`config.mk`:
```
export PLATFORM = sky130hd
export DESIGN_NAME = scancode_set1_to_ascii_decoder_core_flat
export DESIGN_NICKNAME = d
export VERILOG_FILES = /design/src/rtl/core/sc1_pkg.sv /design/src/rtl/core/sc1_byte_if.sv /design/src/rtl/core/sc1_event_if.sv /design/src/rtl/core/sc1_decode.sv /design/src/rtl/core/scancode_set1_to_ascii_decoder_core.sv /design/src/flat_wrapper.sv
export SDC_FILE = /design/constraint.sdc
export NUM_CORES = 1
export LEC_CHECK = 0
export ABC_CLOCK_PERIOD_IN_PS = 5950
export BUFFER_PORTS_ARGS = -buffer_cell sky130_fd_sc_hd__buf_2
export CAP_MARGIN = 10
export CORE_ASPECT_RATIO = 1.2
export CORE_MARGIN = 3
export CORE_UTILIZATION = 45
export DETAILED_ROUTE_END_ITERATION = 8
export GPL_ROUTABILITY_DRIVEN = 1
export PLACE_DENSITY = 0.75
export SETUP_SLACK_MARGIN = 0.3
export SYNTH_ARGS = -nofsm -noshare
export SYNTH_HDL_FRONTEND = slang
export SYNTH_SLANG_ARGS = --single-unit
```
`constraint.sdc`:
```
create_clock -name clk_i -period 5.95 [get_ports clk_i]
set_input_delay 0.8925 -clock clk_i [delete_from_list [all_inputs] [get_ports clk_i]]
set_output_delay 0.8925 -clock clk_i [all_outputs]
set_load 0.05 [all_outputs]
```
`src/rtl/core/sc1_pkg.sv`:
```
// types, codes and key tables of the scancode set 1 decoder
// no dependencies; imported by the decode, core and checker files
`default_nettype none

package sc1_pkg;

  // scancode bytes with a meaning of their own
  localparam logic [7:0] ScExtPrefix  = 8'hE0;
  localparam logic [6:0] ScLShift     = 7'h2A;
  localparam logic [6:0] ScRShift     = 7'h36;
  localparam logic [6:0] ScCtrl       = 7'h1D;
  localparam logic [6:0] ScAlt        = 7'h38;
  localparam logic [6:0] ScCapsLock   = 7'h3A;
  localparam logic [6:0] ScCursorUp   = 7'h48;
  localparam logic [6:0] ScCursorDown = 7'h50;

  // system-request keys
  localparam logic [6:0] ScSysDiag     = 7'h58;
  localparam logic [6:0] ScSysIrq      = 7'h17;
  localparam logic [6:0] ScSysKill     = 7'h25;
  localparam logic [6:0] ScSysReboot   = 7'h30;
  localparam logic [6:0] ScSysPowerOff = 7'h18;

  // system-request action codes
  localparam logic [6:0] ActDiag     = 7'd0;
  localparam logic [6:0] ActIrq      = 7'd1;
  localparam logic [6:0] ActKill     = 7'd2;
  localparam logic [6:0] ActReboot   = 7'd3;
  localparam logic [6:0] ActPowerOff = 7'd4;

  localparam logic [6:0] AsciiLowerA = 7'h61;
  localparam logic [6:0] AsciiLowerZ = 7'h7A;
  localparam logic [6:0] AsciiCaseBit = 7'h20;

  typedef enum logic [1:0] {
    EVT_CHAR      = 2'd0,
    EVT_CUR_UP    = 2'd1,
    EVT_CUR_DOWN  = 2'd2,
    EVT_SYSREQ    = 2'd3
  } evt_kind_e;

  // modifier and prefix state
  typedef struct packed {
    logic shift;
    logic ctrl;
    logic alt;
    logic caps;
    logic ext;
  } mod_state_t;

  // one decoded result
  typedef struct packed {
    logic      valid;
    evt_kind_e kind;
    logic [6:0] code;
  } dec_res_t;

  // unshifted us layout, zero where the key has no character
  function automatic logic [7:0] plain_char(input logic [6:0] key);
    logic [7:0] c;
    case (key)
      7'h0E: c = 8'd8;
      7'h0F: c = 8'd9;
      7'h1C: c = 8'd10;
      7'h29: c = 8'h60; // grave accent
      7'h02: c = "1";
      7'h03: c = "2";
      7'h04: c = "3";
      7'h05: c = "4";
      7'h06: c = "5";
      7'h07: c = "6";
      7'h08: c = "7";
      7'h09: c = "8";
      7'h0A: c = "9";
      7'h0B: c = "0";
      7'h0C: c = "-";
      7'h0D: c = "=";
      7'h10: c = "q";
      7'h11: c = "w";
      7'h12: c = "e";
      7'h13: c = "r";
      7'h14: c = "t";
      7'h15: c = "y";
      7'h16: c = "u";
      7'h17: c = "i";
      7'h18: c = "o";
      7'h19: c = "p";
      7'h1A: c = "[";
      7'h1B: c = "]";
      7'h1E: c = "a";
      7'h1F: c = "s";
      7'h20: c = "d";
      7'h21: c = "f";
      7'h22: c = "g";
      7'h23: c = "h";
      7'h24: c = "j";
      7'h25: c = "k";
      7'h26: c = "l";
      7'h27: c = ";";
      7'h28: c = "'";
      7'h2B: c = "\\";
      7'h2C: c = "z";
      7'h2D: c = "x";
      7'h2E: c = "c";
      7'h2F: c = "v";
      7'h30: c = "b";
      7'h31: c = "n";
      7'h32: c = "m";
      7'h33: c = ",";
      7'h34: c = ".";
      7'h35: c = "/";
      7'h39: c = " ";
      default: c = 8'd0;
    endcase
    return c;
  endfunction

  // shifted us layout for keys that are not letters
  function automatic logic [7:0] shift_char(input logic [6:0] key);
    logic [7:0] c;
    case (key)
      7'h0E: c = 8'd8;
      7'h0F: c = 8'd9;
      7'h1C: c = 8'd10;
      7'h29: c = "~";
      7'h02: c = "!";
      7'h03: c = "@";
      7'h04: c = "#";
      7'h05: c = "$";
      7'h06: c = "%";
      7'h07: c = "^";
      7'h08: c = "&";
      7'h09: c = "*";
      7'h0A: c = "(";
      7'h0B: c = ")";
      7'h0C: c = "_";
      7'h0D: c = "+";
      7'h1A: c = "{";
      7'h1B: c = "}";
      7'h27: c = ":";
      7'h28: c = "\"";
      7'h2B: c = "|";
      7'h33: c = "<";
      7'h34: c = ">";
      7'h35: c = "?";
      7'h39: c = " ";
      default: c = 8'd0;
    endcase
    return c;
  endfunction

endpackage

`default_nettype wire

```
`src/rtl/core/sc1_byte_if.sv`:
```
// valid/ready channel that carries one scancode byte per item
// no dependencies
`default_nettype none

interface sc1_byte_if;
  logic       valid;
  logic       ready;
  logic [7:0] scan_byte;

  modport source (output valid, output scan_byte, input ready);
  modport sink   (input valid, input scan_byte, output ready);
endinterface

`default_nettype wire

```
`src/rtl/core/sc1_event_if.sv`:
```
// valid/ready channel that carries one decoded key event per item
// no dependencies
`default_nettype none

interface sc1_event_if;
  logic       valid;
  logic       ready;
  logic [1:0] event_kind;
  logic [6:0] event_code;

  modport source (output valid, output event_kind, output event_code, input ready);
  modport sink   (input valid, input event_kind, input event_code, output ready);
endinterface

`default_nettype wire

```
`src/rtl/core/sc1_decode.sv`:
```
// combinational decode of one scancode byte against the modifier state
// depends on sc1_pkg
`default_nettype none

module sc1_decode (
  input  logic [7:0]         scan_byte_i,
  input  sc1_pkg::mod_state_t state_i,
  output sc1_pkg::mod_state_t state_o,
  output sc1_pkg::dec_res_t   res_o
);
  import sc1_pkg::*;

  logic [6:0] key;
  logic [7:0] base_c;
  logic [7:0] shifted_c;
  logic [6:0] base;
  logic [6:0] shifted;
  logic       is_letter;

  // table lookups
  assign key       = scan_byte_i[6:0];
  assign base_c    = plain_char(key);
  assign shifted_c = shift_char(key);
  assign base      = base_c[6:0];
  assign shifted   = shifted_c[6:0];
  assign is_letter = (base >= AsciiLowerA) && (base <= AsciiLowerZ);

  // next state and result
  always_comb begin
    state_o = state_i;
    res_o   = '{valid: 1'b0, kind: EVT_CHAR, code: 7'd0};
    if (scan_byte_i == ScExtPrefix) begin
      state_o.ext = 1'b1;
    end else if (scan_byte_i[7]) begin
      // release: an extended one only drops the prefix
      if (state_i.ext) begin
        state_o.ext = 1'b0;
      end else begin
        if (key == ScLShift || key == ScRShift) state_o.shift = 1'b0;
        if (key == ScCtrl) state_o.ctrl = 1'b0;
        if (key == ScAlt) state_o.alt = 1'b0;
      end
    end else if (state_i.ext) begin
      state_o.ext = 1'b0;
      if (key == ScCursorUp) begin
        res_o = '{valid: 1'b1, kind: EVT_CUR_UP, code: 7'd0};
      end else if (key == ScCursorDown) begin
        res_o = '{valid: 1'b1, kind: EVT_CUR_DOWN, code: 7'd0};
      end
    end else if (key == ScLShift || key == ScRShift) begin
      state_o.shift = 1'b1;
    end else if (key == ScCtrl) begin
      state_o.ctrl = 1'b1;
    end else if (key == ScAlt) begin
      state_o.alt = 1'b1;
    end else if (key == ScCapsLock) begin
      state_o.caps = ~state_i.caps;
    end else if (state_i.ctrl && state_i.alt) begin
      // ctrl+alt chords: only the system-request keys give a result
      unique case (key)
        ScSysDiag:     res_o = '{valid: 1'b1, kind: EVT_SYSREQ, code: ActDiag};
        ScSysIrq:      res_o = '{valid: 1'b1, kind: EVT_SYSREQ, code: ActIrq};
        ScSysKill:     res_o = '{valid: 1'b1, kind: EVT_SYSREQ, code: ActKill};
        ScSysReboot:   res_o = '{valid: 1'b1, kind: EVT_SYSREQ, code: ActReboot};
        ScSysPowerOff: res_o = '{valid: 1'b1, kind: EVT_SYSREQ, code: ActPowerOff};
        default:       res_o = '{valid: 1'b0, kind: EVT_CHAR, code: 7'd0};
      endcase
    end else if (base != 7'd0) begin
      res_o.valid = 1'b1;
      res_o.kind  = EVT_CHAR;
      if (is_letter) begin
        // caps lock flips shift for letters only
        res_o.code = (state_i.shift ^ state_i.caps) ? (base & ~AsciiCaseBit) : base;
      end else begin
        res_o.code = state_i.shift ? shifted : base;
      end
    end
  end

endmodule

`default_nettype wire

```
`src/rtl/core/scancode_set1_to_ascii_decoder_core.sv`:
```
// Scancode set 1 to US-layout ASCII decoder. One scancode byte is taken per
// item and can be taken in every cycle unless a stall holds the input
// register. An accepted byte sits in an input register, is decoded against
// the shift, ctrl, alt, caps lock and extended-prefix state, and any result
// lands in the output register. Throughput is one byte per cycle, set by the
// single decode stage, while no stall holds the input register; bytes that
// give no result never wait for the output side, and a stalled output backs
// up into the input register only when the waiting byte has a result. Prefix
// bytes, releases, modifier keys and unmapped keys give no result.
// depends on sc1_pkg, sc1_byte_if, sc1_event_if and sc1_decode
`default_nettype none

module scancode_set1_to_ascii_decoder_core (
  input  logic        clk_i,
  input  logic        rst_ni,
  sc1_byte_if.sink    in_i,
  sc1_event_if.source out_o
);
  import sc1_pkg::*;

  logic       in_valid_q;
  logic [7:0] in_byte_q;
  mod_state_t state_q;
  mod_state_t state_d;
  dec_res_t   res;
  logic       out_valid_q;
  evt_kind_e  out_kind_q;
  logic [6:0] out_code_q;
  logic       out_free;
  logic       advance;

  sc1_decode u_decode (
    .scan_byte_i (in_byte_q),
    .state_i     (state_q),
    .state_o     (state_d),
    .res_o       (res)
  );

  // handshake: a byte leaves the input register once its result, if any, has a place
  assign out_free  = !out_valid_q || out_o.ready;
  assign advance   = in_valid_q && (!res.valid || out_free);
  assign in_i.ready = !in_valid_q || advance;

  // input register
  always_ff @(posedge clk_i or negedge rst_ni) begin
    if (!rst_ni) begin
      in_valid_q <= 1'b0;
    end else if (in_i.ready) begin
      in_valid_q <= in_i.valid;
    end
  end

  always_ff @(posedge clk_i) begin
    if (in_i.ready && in_i.valid) begin
      in_byte_q <= in_i.scan_byte;
    end
  end

  // modifier state follows every decoded byte
  always_ff @(posedge clk_i or negedge rst_ni) begin
    if (!rst_ni) begin
      state_q <= '0;
    end else if (advance) begin
      state_q <= state_d;
    end
  end

  // output register
  always_ff @(posedge clk_i or negedge rst_ni) begin
    if (!rst_ni) begin
      out_valid_q <= 1'b0;
    end else if (out_free) begin
      out_valid_q <= advance && res.valid;
    end
  end

  always_ff @(posedge clk_i) begin
    if (out_free && advance && res.valid) begin
      out_kind_q <= res.kind;
      out_code_q <= res.code;
    end
  end

  assign out_o.valid      = out_valid_q;
  assign out_o.event_kind = out_kind_q;
  assign out_o.event_code = out_code_q;

endmodule

`default_nettype wire

```
`src/flat_wrapper.sv`:
```
// flat-port wrapper written by rule: the top's interface ports become plain ports
module scancode_set1_to_ascii_decoder_core_flat import sc1_pkg::*;
  (clk_i, rst_ni, in_i_valid, in_i_scan_byte, in_i_ready, out_o_valid, out_o_event_kind, out_o_event_code, out_o_ready);
  sc1_byte_if in_i_i ();
  sc1_event_if out_o_i ();
  input  logic clk_i;
  input  logic rst_ni;
  input wire logic [$bits(in_i_i.valid)-1:0] in_i_valid;
  input wire logic [$bits(in_i_i.scan_byte)-1:0] in_i_scan_byte;
  output wire logic [$bits(in_i_i.ready)-1:0] in_i_ready;
  output wire logic [$bits(out_o_i.valid)-1:0] out_o_valid;
  output wire logic [$bits(out_o_i.event_kind)-1:0] out_o_event_kind;
  output wire logic [$bits(out_o_i.event_code)-1:0] out_o_event_code;
  input wire logic [$bits(out_o_i.ready)-1:0] out_o_ready;
  assign in_i_i.valid = in_i_valid;
  assign in_i_i.scan_byte = in_i_scan_byte;
  assign in_i_ready = in_i_i.ready;
  assign out_o_valid = out_o_i.valid;
  assign out_o_event_kind = out_o_i.event_kind;
  assign out_o_event_code = out_o_i.event_code;
  assign out_o_i.ready = out_o_ready;
  scancode_set1_to_ascii_decoder_core u_core (.clk_i(clk_i), .rst_ni(rst_ni), .in_i(in_i_i), .out_o(out_o_i));
endmodule
```
==> impl_metrics.yaml <==
placement:
  gp_congestion: 0.976
  place_area_sq_um: 3190
  port_buffers: 22
  detailedPlace.worstSlack_ns: 1.53
  hpwl_um: 6260
worst_setup_path:
  cp-end-kind: "flop"
  critical_path.top_delay_family: "compound AO/OA/AOI/OAI gates"
  cpPeakStageDelay_ns: 0.65
  worstPathCellList: "nor3_1 > a21oi_1 > o41ai_1 > o211ai_2 > nand2_4 > inv_2 > a21o_1 > inv_1 > ha_1 > o21ai_0 > nand4_1 > o31ai_1 > or4_1"
  cp_max_fo: 14
  critPathKind: "reg -> reg"
  crit_buf_inv: 2
  worstPathRequired_ns: 6.11
  cp.arrival_ns: 4.66
  worstSetupStartpointType: "flop"
  cpMaxStageDelayCell: "o41ai_1"
cells_and_area:
  post-route-util: 0.503
  mostFrequentLayoutCell: "nand2_1"
  fin_area_sq_um: 3280
  drive_gt1_frac: 0.161
  diodes: 0
  area_delta_synth_final_pct: 6.49
  nets: 395
  num-fill-cells: 617
  final_cell_mix: "33 x nand2_1, 26 x nor2_1, 23 x a21oi_1"
logic_synthesis:
  synth-edff-count: 17
  synth_area_leaders: "edfxtp_1 17%, dfxtp_1 9.1%, dfrtp_1 5.7%, ha_1 4.9%, nand2_1 4.0%"
  ys_seq_area_frac: 0.313
  synthFlopType: "edfxtp_1"
  yosys.area.top_type: "edfxtp_1"
  syn_avg_cell_area_sq_um: 8.47
  synth_cells: 364
  ys_types: 78
  syn-cell-area_sq_um: 3080
  ys_ff_latch: 38
  async_flop_share: 0.184
  yosys.area.top_type_share: 0.166
  syn_nets: 388
  yosys_warnings: 0
sta:
  tns_ns: 0
  fin_ws_ns: 1.46
  max_freq_mhz: 222
  period_share: 0.755
  finalSetupViolations: 0
  slew_viol_final: 0
  fin_hold_ws_ns: 0.416
  period_minus_slack_ns: 4.49
  worstMarginPinSlew_ns: 0.836
  fin_skew_ns: 0.0146
  slew_headroom: 0.443
  rsz0062_at_grt: "false"
  hold_violations: 0
cts:
  h-tree-depth: 2
  ctsResizeCount: 0
  clk_pin_slew_ns: 0.08
  cts_setup_buffers: 0
  cts_tree: "done"
  insertion_delay_ns: 0.30
  cts_root_buffer: "clkbuf_8"
  clock-sinks: 38
  numCtsBuffers: 5
  ctsHoldBuffers: 0
  clock_path_buffers: 2
power_and_ir_drop:
  p_leak_uw: 0.00124
  powerDensity_nw_per_um2: 219
  max-vdd-ir-drop_mv: 0.112
job:
  cap_violations: 0
global_route:
  grt_max_degree: 22
  overflow: 0
  grt_pass1_wl_um: 14100
  grt_usage: 0.224
  grt_pass1_vias: 2754
  antenna_found_initial: 0
drt:
  wl_per_cell_um: 18.6
  drc_errors: 0
  first_pass_iters: 5
  viasPerCell: 6.70
  drtIter0Drc: 312
  drt_wl_total_um: 8490
  vias: 3061
  ant_nets: 0
floorplanning:
  initial_core_util: 0.472
  die_x_um: 81.6
  fp.dieArea_sq_um: 7880
  num_rows: 32
  die_h_um: 96.7
  io_pins: 23
  fp.coreArea_sq_um: 6530
status:
  run_status: "finished, final reports clean"
hold_path:
  min_path_type: "in -> async"
[worst register-to-register path: cells and delay by family (launching register included)]
| family | cells | cell delay, ns |
|---|---|---|
| DFF | 1 | 0.59 |
| adders and majority gates | 1 | 0.39 |
| AOI/OAI and AO/OA | 6 | 1.77 |
| and+or+nand+nor | 4 | 1.14 |
| buffers and inverters | 2 | 0.47 |
[logic make-up (layout without fill, tap and decap cells)]
group	count (synthesis)	in the layout	synth area share
mux	8	8	0.0260
buf+inv	40	48	0.0601
fa+ha+maj	12	12	0.0487
flops	38	38	0.313
xor+xnor	4	4	0.0114
compound gates	122	122	0.288
simple gates	140	140	0.252
[metal layers]
metal,share of wire,vias to the layer above,track usage
met5,0,-,0
met4,0.039,0,0.104
met3,0.088,34,0.0196
met2,0.48,202,0.354
met1,0.40,1419,0.303
li1,-,1406,-
[power by group]
| part | switching, uW | internal, uW | total [uW] |
|---|---|---|---|
| Sequential | 23.5 | 299 | 323 |
| Clock | 89.8 | 93.3 | 183 |
| Combinational | 139 | 75.3 | 214 |
[stage by stage]
step                power, uW  std cells
global placement          535        449
global route              758        457
floorplan                 482        364
CTS                       716        457
detailed placement        535        449
finish                    720        457
[cell usage after synthesis (5+ instances only)]
cell type	number
a211oi_1	6
a21oi_1	23
buf_2	10
clkbuf_1	11
dfrtp_1	7
dfxtp_1	14
edfxtp_1	17
ha_1	12
inv_1	14
mux2i_1	8
nand2_1	33
nand2b_1	7
nand3_1	13
nor2_1	26
nor3_1	11
nor4_1	6
o211ai_1	8
o21a_1	5
o21ai_0	19
o22ai_1	6
or3_1	6
or4_1	5
[worst paths after layout]
check | startpoint | cells past startpoint | slack (ns) | end
worst max-delay path | u_core.in_byte_q[2] | 13 | 1.46 | flop
worst min-delay path | rst_ni | 1 | 0.42 | u_core.out_o.valid
worst max register to register | u_core.in_byte_q[2] | 13 | 1.46 | flop
worst min register to register | u_core.state_q[1] | 1 | 0.47 | u_core.state_q[1]
max in group asynchronous | rst_ni | 1 | 5.37 | u_core.state_q[2]
min in group clk_i | u_core.state_q[1] | 1 | 0.47 | u_core.state_q[1]
[cell type report]
class	instances	area, sq um	share of cell area
repair buffers	24	125	0.0381
inverters	16	60.1	0.0183
well taps	85	106	0.0324
clock buffers	6	82.6	0.0252
clock inverters	2	11.3	0.00343
flip-flops and latches	38	966	0.294
multi-input cells	286	1930	0.588
(Power assumes the default switching activity.)
